$ cat src/rtl/afs_pkg.sv
// Shared types and constants for the ADC frame serializer.
// No dependencies; imported by every module of the block.
`default_nettype none

package afs_pkg;

    localparam int CHANNELS     = 4;
    localparam int INPUT_FIELDS = 4;
    localparam int CH_W         = (CHANNELS > 1) ? $clog2(CHANNELS) : 1;

    localparam int DIGITS      = 6;
    localparam int FRAC_DIGITS = DIGITS - 1;
    localparam int PIPE_STAGES = 2 + FRAC_DIGITS;

    localparam int SAMPLE_W = 16;
    localparam int MAG_W    = 14;
    localparam int Y_W      = 19;

    localparam int CFG_INDEX_W = 2;
    localparam int CFG_DATA_W  = 8;

    localparam logic [CFG_INDEX_W-1:0] REG_OUTPUT_MODE = 2'd0;
    localparam logic [CFG_INDEX_W-1:0] REG_SYNC_PERIOD = 2'd1;

    localparam logic MODE_RAW   = 1'b0;
    localparam logic MODE_ASCII = 1'b1;

    localparam logic [7:0] SYNC_PERIOD_RESET = 8'd4;

    localparam logic [7:0] SYNC_BYTE  = 8'h80;
    localparam logic [7:0] CHAR_SPACE = 8'h20;
    localparam logic [7:0] CHAR_MINUS = 8'h2D;
    localparam logic [7:0] CHAR_DOT   = 8'h2E;
    localparam logic [7:0] CHAR_SEMI  = 8'h3B;
    localparam logic [7:0] CHAR_CR    = 8'h0D;
    localparam logic [7:0] CHAR_ZERO  = 8'h30;

    localparam logic signed [SAMPLE_W-1:0] RAW_MAX = 16'sd127;
    localparam logic signed [SAMPLE_W-1:0] RAW_MIN = -16'sd127;

    localparam logic [MAG_W:0] SCALE_NUM   = 15'd10625;
    localparam int             SCALE_SHIFT = 8;

    typedef struct packed {
        logic mode;
        logic sync;
    } frame_ctl_t;

    typedef struct packed {
        logic [7:0]             raw;
        logic                   neg;
        logic [DIGITS-1:0][3:0] digit;
    } chan_result_t;

endpackage

`default_nettype wire

$ cat src/rtl/afs_serializer.sv
// Merge stage: holds one finished frame from all lanes and sends it byte by byte.
// Depends on afs_pkg; fed by the lane pipeline in the top level.
`default_nettype none

module afs_serializer (
    input  wire                                        aclk,
    input  wire                                        aresetn,
    input  wire                                        in_valid,
    output logic                                       in_ready,
    input  wire afs_pkg::frame_ctl_t                   in_ctl,
    input  wire afs_pkg::chan_result_t [afs_pkg::CHANNELS-1:0] in_chan,
    output logic                                       m_valid,
    input  wire                                        m_ready,
    output logic [7:0]                                 m_out_byte,
    output logic                                       m_last_byte
);
    import afs_pkg::*;

    localparam logic [3:0] POS_SIGN  = 4'd0;
    localparam logic [3:0] POS_INT   = 4'd1;
    localparam logic [3:0] POS_DOT   = 4'd2;
    localparam logic [3:0] POS_FRAC0 = 4'd3;
    localparam logic [3:0] POS_FRAC1 = 4'd4;
    localparam logic [3:0] POS_FRAC2 = 4'd5;
    localparam logic [3:0] POS_FRAC3 = 4'd6;
    localparam logic [3:0] POS_FRAC4 = 4'd7;
    localparam logic [3:0] POS_END   = 4'd8;

    chan_result_t [CHANNELS-1:0] frame_reg;
    logic                        frame_valid_reg;
    logic                        mode_reg;
    logic                        sync_pend_reg;
    logic [CH_W-1:0]             ch_reg;
    logic [3:0]                  pos_reg;

    chan_result_t cur;
    logic         ch_last;
    logic         take;
    logic         load;

    always_comb begin
        cur     = frame_reg[ch_reg];
        ch_last = (ch_reg == CH_W'(CHANNELS - 1));
        if (mode_reg == MODE_RAW) begin
            m_out_byte  = sync_pend_reg ? SYNC_BYTE : cur.raw;
            m_last_byte = !sync_pend_reg && ch_last;
        end else begin
            m_last_byte = ch_last && (pos_reg == POS_END);
            case (pos_reg)
                POS_SIGN:  m_out_byte = cur.neg ? CHAR_MINUS : CHAR_SPACE;
                POS_INT:   m_out_byte = CHAR_ZERO + {4'd0, cur.digit[5]};
                POS_DOT:   m_out_byte = CHAR_DOT;
                POS_FRAC0: m_out_byte = CHAR_ZERO + {4'd0, cur.digit[4]};
                POS_FRAC1: m_out_byte = CHAR_ZERO + {4'd0, cur.digit[3]};
                POS_FRAC2: m_out_byte = CHAR_ZERO + {4'd0, cur.digit[2]};
                POS_FRAC3: m_out_byte = CHAR_ZERO + {4'd0, cur.digit[1]};
                POS_FRAC4: m_out_byte = CHAR_ZERO + {4'd0, cur.digit[0]};
                POS_END:   m_out_byte = ch_last ? CHAR_CR : CHAR_SEMI;
                default:   m_out_byte = CHAR_SPACE;
            endcase
        end
        m_valid  = frame_valid_reg;
        take     = frame_valid_reg && m_ready;
        in_ready = !frame_valid_reg || (take && m_last_byte);
        load     = in_valid && in_ready;
    end

    always_ff @(posedge aclk) begin
        if (load) begin
            frame_reg <= in_chan;
        end
    end

    always_ff @(posedge aclk) begin
        if (!aresetn) begin
            frame_valid_reg <= 1'b0;
            mode_reg        <= MODE_RAW;
            sync_pend_reg   <= 1'b0;
            ch_reg          <= '0;
            pos_reg         <= POS_SIGN;
        end else if (load) begin
            frame_valid_reg <= 1'b1;
            mode_reg        <= in_ctl.mode;
            sync_pend_reg   <= in_ctl.sync && (in_ctl.mode == MODE_RAW);
            ch_reg          <= '0;
            pos_reg         <= POS_SIGN;
        end else if (take) begin
            if (m_last_byte) begin
                frame_valid_reg <= 1'b0;
            end else if (mode_reg == MODE_RAW) begin
                if (sync_pend_reg) begin
                    sync_pend_reg <= 1'b0;
                end else begin
                    ch_reg <= ch_reg + CH_W'(1);
                end
            end else if (pos_reg == POS_END) begin
                pos_reg <= POS_SIGN;
                ch_reg  <= ch_reg + CH_W'(1);
            end else begin
                pos_reg <= pos_reg + 4'd1;
            end
        end
    end

    a_pos_range: assert property (@(posedge aclk) disable iff (!aresetn)
        pos_reg <= POS_END)
        else $error("character position out of range");

    a_ch_range: assert property (@(posedge aclk) disable iff (!aresetn)
        ch_reg <= CH_W'(CHANNELS - 1))
        else $error("channel index out of range");

    a_raw_pos: assert property (@(posedge aclk) disable iff (!aresetn)
        (mode_reg == MODE_RAW) |-> (pos_reg == POS_SIGN))
        else $error("character position moved in raw mode");

    a_sync_first: assert property (@(posedge aclk) disable iff (!aresetn)
        sync_pend_reg |-> (mode_reg == MODE_RAW && ch_reg == '0))
        else $error("sync byte pending past the first channel");

endmodule

`default_nettype wire

$ cat config.mk
export PLATFORM = sky130hd
export DESIGN_NAME = afs_serializer
export DESIGN_NICKNAME = d
export VERILOG_FILES = /design/src/rtl/afs_pkg.sv /design/src/rtl/afs_serializer.sv
export SDC_FILE = /design/constraint.sdc
export NUM_CORES = 1
export LEC_CHECK = 0
export BUFFER_PORTS_ARGS = -buffer_cell sky130_fd_sc_hd__buf_2
export CAP_MARGIN = 0
export CORE_AREA = 5 5 128 130
export CTS_BUF_LIST = sky130_fd_sc_hd__clkbuf_4 sky130_fd_sc_hd__clkbuf_8
export CTS_CLUSTER_DIAMETER = 50
export DETAILED_ROUTE_END_ITERATION = 8
export DIE_AREA = 0 0 133 135
export MAX_ROUTING_LAYER = met4
export PLACE_DENSITY_LB_ADDON = 0.2
export REMOVE_ABC_BUFFERS = 1
export SYNTH_ARGS = -nofsm -noshare
export SYNTH_HDL_FRONTEND = slang
export SYNTH_SLANG_ARGS = --single-unit
$ cat constraint.sdc
create_clock -name aclk -period 3.9 [get_ports aclk]
set_input_delay 0 -clock aclk [delete_from_list [all_inputs] [get_ports aclk]]
set_output_delay 0 -clock aclk [all_outputs]
set_load 0.01 [all_outputs]
==> flow_summary.toml, run 1 <==
[outcome]
outcome = "stopped before the end"
lastStage = "clock tree synthesis"
tool.error = "[ERROR RSZ-0060] Max buffer count reached."

[floorplanning]
num_rows = 45
die_w_um = 133
fp.dieH_um = 135
initial_utilization_pct = 39.0
num_io_pins = 149

[logic_synthesis]
syn_inst = 341
ys_seq_elements = 141
synthArstFlopShare_pct = 0
netlist_area_um2 = 5870
ys_types = 54
ys_seq_area_share_pct = 70.6
synth_edf_count = 132
synth_flop_cell = "edfxtp_1"
ys_warn_count = 0
syn_avg_cell_area_um2 = 17.2

[cts]
cts.sink_count = 141
ctsRootBufferMaster = "clkbuf_8"
post_cts_buffers = 0
cts-buffers-inserted = 17
clockBufferDepth = 2
cts_hold_buf = 139
ctsHtreeMaxLevel = 4
cts-resized-gates = 0

[placement]
gp_congestion = 0.839
hpwlAfterDp_um = 9460
port-buffer-count = 148
dp_cells = 662
dp_slack_ns = 1.13
-- cell usage after synthesis, drive strengths merged (5+ instances only) --
| library cell | instances | area [um2] |
|---|---|---|
| mux2 | 8 | 93.8 |
| nand3 | 5 | 25.0 |
| nand2 | 9 | 33.8 |
| mux2i | 26 | 260 |
| edfxtp | 132 | 3960 |
| nor2 | 15 | 56.3 |
| o22ai | 10 | 62.6 |
| dfxtp | 9 | 180 |
| inv | 7 | 26.3 |
| nand4 | 5 | 31.3 |
| ha | 5 | 62.6 |
| a21oi | 6 | 30.0 |
| nor4 | 5 | 31.3 |
| mux4 | 17 | 394 |
| buf | 12 | 96.3 |
| clkbuf | 7 | 27.5 |
-- metrics by stage --
step	util [%]	area, um2
after floorplan	-	5740
after detailed placement	45.1	6780
after global placement	45.1	6780
-- logic make-up after synthesis --
family | after synthesis | share of synthesized area (%)
AND/OR/NAND/NOR | 73 | 7.36
buffers and inverters | 26 | 2.56
adder cells (fa/ha/maj) | 5 | 1.07
multiplexers | 51 | 12.8
XOR/XNOR | 3 | 0.448
AO/OA/AOI/OAI | 42 | 5.18
flip-flops | 141 | 70.6
==> run 2, diff against run 1 <==
==> config.mk (replaced) <==
export PLATFORM = sky130hd
export DESIGN_NAME = afs_serializer
export DESIGN_NICKNAME = d
export VERILOG_FILES = /design/src/rtl/afs_pkg.sv /design/src/rtl/afs_serializer.sv
export SDC_FILE = /design/constraint.sdc
export NUM_CORES = 1
export LEC_CHECK = 0
export BUFFER_PORTS_ARGS = -buffer_cell sky130_fd_sc_hd__buf_2
export CAP_MARGIN = 0
export CORE_AREA = 5 5 160 162
export DETAILED_ROUTE_END_ITERATION = 8
export DIE_AREA = 0 0 165 167
export PLACE_DENSITY_LB_ADDON = 0.15
export REMOVE_ABC_BUFFERS = 1
export SYNTH_ARGS = -nofsm -noshare
export SYNTH_HDL_FRONTEND = slang
export SYNTH_SLANG_ARGS = --single-unit
==> constraint.sdc (replaced) <==
create_clock -name aclk -period 5.1 [get_ports aclk]
set_input_delay 0 -clock aclk [delete_from_list [all_inputs] [get_ports aclk]]
set_output_delay 0 -clock aclk [all_outputs]
set_load 0.01 [all_outputs]
==> flow_summary.toml, run 2 <==
[floorplanning]
die_area_um2 = 27600
die_w_um = 165
fp.dieH_um = 167
num_io_pins = 149
core-area_um2 = 24000
num_rows = 57
initial_utilization_pct = 24.5

[routing]
routedWlPerCell_um = 16.6
firstDrtPassIters = 4
drtIter0Drc = 204
avgViaCountPerCell = 4.15
drc = 0
vias = 4007
antenna_left = 0
drt_wl_total_um = 16100

[logic_synthesis]
syn_avg_cell_area_um2 = 17.2
synth_flop_cell = "edfxtp_1"
synth_most_common_cell = "edfxtp_1"
syn_inst = 341
ys_seq_area_share_pct = 70.6
netlist_area_um2 = 5870
yosysTopAreaCellShare_pct = 67.6
ys_types = 54
synth_edf_count = 132
ys_warn_count = 0
ys_seq_elements = 141
synth_area_leader_cell = "edfxtp_1"
ys_top_cells_by_count = "edfxtp_1 (132), mux2i_1 (26), nor2_1 (15)"
ys_top_cells_by_area = "edfxtp_1 (68%), mux4_2 (5.4%), mux2i_1 (4.4%)"
synthArstFlopShare_pct = 0

[timing]
worst_hold_slack_ns = 0.0903
clock_skew_ns = 0.00814
setup_viol = 0
hold_viol = 0
min_period_ns = 3.46
tightestPinTransition_ns = 0.923
maxSlewViolCount = 0
relSlewSlack_pct = 38.5
max_freq_mhz = 289
min_period_over_period_pct = 67.8
rsz0062_at_grt = "false"

[cts]
cts_tree = "done"
cts.sink_count = 141
post_cts_buffers = 0
clk_pin_slew_ns = 0.06
cts-buffers-inserted = 17
ctsHtreeMaxLevel = 4
clockBufferDepth = 2
cts_hold_buf = 136
cts-resized-gates = 0
ctsRootBufferMaster = "clkbuf_16"
clk_latency_ns = 0.42

[placement]
hpwlAfterDp_um = 10900
gp_congestion = 0.759
postPlaceCellArea_um2 = 6920
port-buffer-count = 148

[critical_path]
path_class = "reg2reg"
worstPathRequired_ns = 5.19
endpoint = "frame_reg[118]"
worst-path-stages = 6
worstPathMaxFanout = 92
r2r_cells = 6
slowest_delay_ns = 0.96
crit_path_start = "ch_reg[0]"
timing.rr.end = "frame_reg[118]"
cp.arrival_ns = 3.55
cp.buffers_inverters = 2
rrSetupSlack_ns = 1.64
critPathSlowestCell = "dfxtp_4"
worstPathCellList = "ha_1, a21boi_0, a21oi_1, nand2_1, inv_6, buf_4"
crit_family = "buffers and inverters"
end_kind = "register"
start_kind = "register"
reg2reg_from = "ch_reg[0]"

[power_and_ir_drop]
fin_total_pwr_mw = 2.96
p_int_mw = 2.33
leakage_nw = 3.27
p_sw_mw = 0.627
clkPwrFrac_pct = 44.4
switching_share_pct = 21.2
powerDensity_nw_per_um2 = 332
peakVddDrop_uv = 224
p_seq_share_pct = 46.5
power_frac_comb_pct = 9.1

[finish]
largest_reg_flops = 132
finalCoreUtilization_pct = 37.2
fin_area_um2 = 8920
drive_above_1_share_pct = 33.2
diodes = 0
final_cell_mix = "buf_2 (148), dlygate4sd3_1 (136), edfxtp_1 (132)"
area.growth.synth_to_final_pct = 52.0
final_common_cell = "buf_2"
nFillCells = 2308
nNetsFinal = 771

[hold_path]
min_path_type = "in2reg"

[grt]
grt_max_degree = 93
antenna_found_initial = 0
globalRouteTotalUtil_pct = 11.9
grt_pass1_wl_um = 24600
overflow = 0
grt_pass1_vias = 4447

[outcome]
outcome = "completed"

[flow_run]
cap_violations = 0
## run 2: cell counts after synthesis
Identical to the previous run, type by type.
## run 2: power groups by stage
stage                     logic (mW)  clock network [mW]  registers, mW
after detailed placement       0.193                   0           1.40
after CTS                      0.275                1.36           1.38
final                          0.269                1.31           1.38
after global routing           0.294                1.40           1.38
after global placement         0.190                   0           1.40
after floorplan               0.0910                   0           1.40
## run 2: metal layers
metal	global-route usage, %	vias up	part of all wire, %
li1	-	1950	-
met1	15.0	1941	44
met2	19.9	101	51
met3	2.72	15	3.9
met4	3.98	0	1.6
met5	0	-	0
## run 2: tightest hold or removal path, stage by stage
cell and delay, ns:
buf_2 0.13, nand2_1 0.09, nor3_1 0.08, xnor2_1 0.13, nor2_1 0.03
## run 2: layout make-up
class	instances	area, um2	area share, %
repair buffers	287	2120	23.8
flip-flops and latches	141	4150	46.5
clock buffers	17	425	4.77
well taps	324	405	4.55
inverters	7	31.3	0.351
multi-input cells	174	1570	17.6
clock inverters	15	208	2.33
## run 2: cells by family after synthesis
family                   Yosys count  share of synthesized area (%)
XOR/XNOR                           3                          0.448
AND/OR/NAND/NOR                   73                           7.36
AO/OA/AOI/OAI                     42                           5.18
multiplexers                      51                           12.8
flip-flops                       141                           70.6
adder cells (fa/ha/maj)            5                           1.07
buffers and inverters             26                           2.56
## run 2: worst min path at each step
| stage | endpoint | slack [ns] | startpoint | cells after the start |
|---|---|---|---|---|
| 2_1_floorplan | frame_reg[0] | 0.1 | in_chan[0] | 0 |
| 3_3_place_gp | frame_reg[67] | 0.18 | in_chan[67] | 1 |
| 3_5_place_dp | frame_reg[19] | 0.18 | in_chan[19] | 1 |
| 4_1_cts | ch_reg[0] | 0.05 | m_ready | 5 |
| 5_1_grt | ch_reg[0] | 0.13 | m_ready | 5 |
| 6_report | ch_reg[0] | 0.09 | m_ready | 5 |
## run 2: through the flow
stage / cells / TNS [ns] / setup slack, ns
finish: 965 / 0 / 1.64
global route: 965 / 0 / 1.31
CTS: 965 / 0 / 1.52
detailed placement: 797 / 0 / 1.52
global placement: 797 / 0 / 1.67
floorplan: 322 / -117.16 / -0.888
Note: power is estimated with default switching activity, not from simulation.
==> run 3, diff against run 2 <==
==> constraint.sdc (replaced) <==
create_clock -name aclk -period 3.3 [get_ports aclk]
set_input_delay 0 -clock aclk [delete_from_list [all_inputs] [get_ports aclk]]
set_output_delay 0 -clock aclk [all_outputs]
set_load 0.01 [all_outputs]
==> flow_summary.toml, run 3 (same netlist as run 2, synthesis figures left out) <==
[outcome]
outcome = "completed"

[routing]
drt_wl_total_um = 16100
drc = 0
antenna_left = 0
drtIter0Drc = 252
avgViaCountPerCell = 4.17
routedWlPerCell_um = 16.5
vias = 4049
firstDrtPassIters = 4

[placement]
dp_slack_ns = 0.673
port-buffer-count = 148
dp_cells = 802
postPlaceCellArea_um2 = 6980
hpwlAfterDp_um = 11300
gp_congestion = 0.697

[cts]
cts.sink_count = 141
cts-buffers-inserted = 17
clk_pin_slew_ns = 0.06
clockBufferDepth = 2
ctsRootBufferMaster = "clkbuf_16"
clk_latency_ns = 0.42
ctsHtreeMaxLevel = 4
post_cts_buffers = 0
cts_tree = "done"

[finish]
largest_reg_flops = 132
nNetsFinal = 778
area.growth.synth_to_final_pct = 52.0
fin_area_um2 = 8920
final_common_cell = "buf_2"
final_cells = 972
finalCoreUtilization_pct = 37.2
final_cell_mix = "buf_2 (148), dlygate4sd3_1 (138), edfxtp_1 (132)"
diodes = 0
drive_above_1_share_pct = 33.3
nFillCells = 2359

[hold_path]
min_path_type = "in2reg"

[timing]
final.setup.tns_ns = 0
maxSlewViolCount = 0
max_freq_mhz = 353
relSlewSlack_pct = 62.2
worst_hold_slack_ns = 0.0664
tightestPinTransition_ns = 0.552
min_period_ns = 2.83
rsz0062_at_grt = "false"
min_period_over_period_pct = 85.8
hold_viol = 0
setup_slack_ns = 0.468
setup_viol = 0
clock_skew_ns = 0.00571

[floorplanning]
num_io_pins = 149
core-area_um2 = 24000
fp.dieH_um = 167
die_w_um = 165
initial_utilization_pct = 24.5
die_area_um2 = 27600
num_rows = 57

[critical_path]
path_class = "reg2out"
crit_family = "compound AO/OA/AOI/OAI gates"
cp.arrival_ns = 2.83
end_kind = "output port"
critPathSlowestCell = "a2111oi_0"
cp.buffers_inverters = 2
slowest_delay_ns = 0.57
start_kind = "register"
worstPathCellList = "buf_4, mux4_2, a2111oi_0, o21ai_0, buf_2"
worstPathRequired_ns = 3.30
worstPathMaxFanout = 20

[power_and_ir_drop]
peakVddDrop_uv = 343
powerDensity_nw_per_um2 = 485
fin_total_pwr_mw = 4.33
leakage_nw = 3.27

[grt]
use_met2_pct = 18.7
grt_pass1_wl_um = 24400
grt_max_degree = 61
busiest_layer = "met2"
antenna_found_initial = 0
use_met3_pct = 2.79
overflow = 0
gr-usage-met1_pct = 15.6
globalRouteTotalUtil_pct = 11.8
grt_pass1_vias = 4465

[flow_run]
cap_violations = 0
==> run 3: changes by cell type in the layout (fill, tap and decap cells not counted), sizes merged <==
cell | previous run | this run
bufinv | 4 | 1
clkinv | 2 | 6
buf | 151 | 156
inv | 12 | 9
dlygate4sd3 | 136 | 138
clkbuf | 17 | 19
==> run 3: cell type report <==
class                      instances  area, um2  area share [%]
clock buffer                      19        433            4.85
clock inverter                    13        119            1.33
inverter                           7       31.3           0.351
multi-input combinational        174       1570            17.6
sequential                       141       4150            46.5
tap                              324        405            4.55
timing repair buffer             294       2210            24.8
==> run 3: final timing paths <==
path,start,end,slack [ns],cells after the start
max,ch_reg[0],m_out_byte[2],0.47,5
min,in_ctl[0],sync_pend_reg,0.07,4
max reg2reg,pos_reg[0],frame_reg[12],0.67,7
min reg2reg,pos_reg[0],pos_reg[0],0.59,2
==> run 3: timing repair <==
action	4_1_cts	5_1_grt
gates resized for setup	0	0
hold buffers	138	0
endpoints found under the hold margin	141	0
==> run 3: report_power, final <==
part | total (mW) | internal [mW] | switching [mW]
clock | 1.77 | 1.04 | 0.733
sequential | 2.12 | 2.08 | 0.0364
combinational | 0.436 | 0.253 | 0.183
==> run 3: worst register-to-register path, cell delays in order (launching register included) <==
cell and delay [ns]:
dfxtp_1 0.36, inv_1 0.11, ha_1 0.39, nand4b_1 0.19, a21oi_1 0.28, nand2_1 0.23, inv_6 0.34, buf_12 0.35
==> run 3: layer usage <==
metal	share of wire (%)	vias to the layer above
met2	48	103
met4	1.9	0
met5	0	-
met3	3.8	19
li1	-	1964
met1	46	1963
==> run 4, diff against run 3 <==
--- a/config.mk
+++ b/config.mk
@@ -7,10 +7,9 @@
 export LEC_CHECK = 0
 export BUFFER_PORTS_ARGS = -buffer_cell sky130_fd_sc_hd__buf_2
 export CAP_MARGIN = 0
-export CORE_AREA = 5 5 160 162
+export CORE_AREA = 5 5 151 153
 export DETAILED_ROUTE_END_ITERATION = 8
-export DIE_AREA = 0 0 165 167
-export PLACE_DENSITY_LB_ADDON = 0.15
+export DIE_AREA = 0 0 156 158
 export REMOVE_ABC_BUFFERS = 1
 export SYNTH_ARGS = -nofsm -noshare
 export SYNTH_HDL_FRONTEND = slang
==> flow_summary.toml, run 4 (same netlist as run 2, synthesis figures left out) <==
[critical_path]
crit_family = "compound AO/OA/AOI/OAI gates"
cp.arrival_ns = 2.94
worstPathCellList = "buf_12, mux4_1, a32o_1, nor4_1, o21ai_1, a22o_1, buf_2"
start_kind = "register"
timing.rr.end = "frame_reg[24]"
slowest_delay_ns = 0.63
end_kind = "output port"
critPathSlowestCell = "mux4_1"
worst-path-stages = 7
r2r_cells = 7
rrSetupSlack_ns = 0.63
reg2reg_from = "pos_reg[1]"
path_class = "reg2out"
cp.buffers_inverters = 2
worstPathMaxFanout = 45
worstPathRequired_ns = 3.30

[power_and_ir_drop]
powerDensity_nw_per_um2 = 502
leakage_nw = 3.28
peakVddDrop_uv = 329

[timing]
worst_hold_slack_ns = 0.0734
relSlewSlack_pct = 52.0
setup_viol = 0
hold_viol = 0
max_freq_mhz = 340
rsz0062_at_grt = "false"
maxSlewViolCount = 0
setup_slack_ns = 0.360
clock_skew_ns = 0.00782
min_period_ns = 2.94
tightestPinTransition_ns = 0.701
min_period_over_period_pct = 89.1

[grt]
grt_max_degree = 52
globalRouteTotalUtil_pct = 13.8
overflow = 0
antenna_found_initial = 0
grt_pass1_wl_um = 25200
grt_pass1_vias = 4585

[routing]
drt_wl_total_um = 16500
routedWlPerCell_um = 17.8
antenna_left = 0
avgViaCountPerCell = 4.46
firstDrtPassIters = 4
drtIter0Drc = 243
drc = 0
vias = 4117

[cts]
post_cts_buffers = 0
ctsHtreeMaxLevel = 4
cts_tree = "done"
clockBufferDepth = 2
ctsRootBufferMaster = "clkbuf_16"
cts-buffers-inserted = 17
clk_pin_slew_ns = 0.06
cts.sink_count = 141
cts-resized-gates = 0
cts_hold_buf = 137
clk_latency_ns = 0.42

[finish]
fin_area_um2 = 8870
drive_above_1_share_pct = 32.9
final_cell_mix = "buf_2 (148), dlygate4sd3_1 (137), edfxtp_1 (132)"
final_cells = 924
nNetsFinal = 774
area.growth.synth_to_final_pct = 51.2
largest_reg_flops = 132
final_common_cell = "buf_2"
diodes = 0
finalCoreUtilization_pct = 41.4

[floorplanning]
core-area_um2 = 21400
die_area_um2 = 24600
die_w_um = 156
num_rows = 54
fp.dieH_um = 158
num_io_pins = 149
initial_utilization_pct = 27.4

[placement]
gp_congestion = 0.785
hpwlAfterDp_um = 10700
port-buffer-count = 148
postPlaceCellArea_um2 = 6920
dp_cells = 755
dp_slack_ns = 0.664

[hold_path]
worstHoldStart = "m_ready"
min_to = "ch_reg[0]"
hold_path_depth = 5
min_path_type = "in2reg"

[flow_run]
cap_violations = 0

[outcome]
outcome = "completed"
run 4: report_power, final:
part	total (mW)	switching, mW	internal, mW
Sequential	2.12	0.0324	2.08
Clock	1.90	0.768	1.13
Combinational	0.440	0.188	0.252
Total	4.45	0.989	3.47
run 4: worst max path at each step:
stage | startpoint | endpoint | slack [ns]
finish | ch_reg[0] | m_out_byte[1] | 0.36
global route | ch_reg[0] | m_out_byte[2] | 0.21
CTS | ch_reg[0] | m_out_byte[2] | 0.33
detailed placement | pos_reg[0] | frame_reg[117] | 0.66
global placement | ch_reg[0] | m_out_byte[2] | 0.74
floorplan | ch_reg[0] | frame_reg[0] | -2.69
run 4: area by class of cell:
cell class	count	area, um2
repair buffers	290	2190
inverters	7	28.8
clock buffers	18	429
multi-input cells	174	1570
fillers	1931	12500
clock inverters	14	155
well taps	280	350
flip-flops and latches	141	4150
run 4: layer usage:
metal  up-vias  global-route usage (%)  wire length (um)
li1       1963                       -                 -
met3        19                    3.47               665
met1      2017                    16.1              6690
met5         -                       0                 0
met2       118                    24.5              8860
met4         0                    4.92               250
run 4: worst min-delay path, cell delays in order:
cell	delay [ns]
buf_2	0.13
nand2_1	0.08
nor3_1	0.08
xnor2_1	0.13
nor2_1	0.04
run 4: metrics by stage:
stage | TNS (ns) | total power [mW]
global route | 0 | 4.63
detailed placement | 0 | 2.47
CTS | 0 | 4.50
finish | 0 | 4.45
global placement | 0 | 2.46
floorplan | -354.76 | 2.31
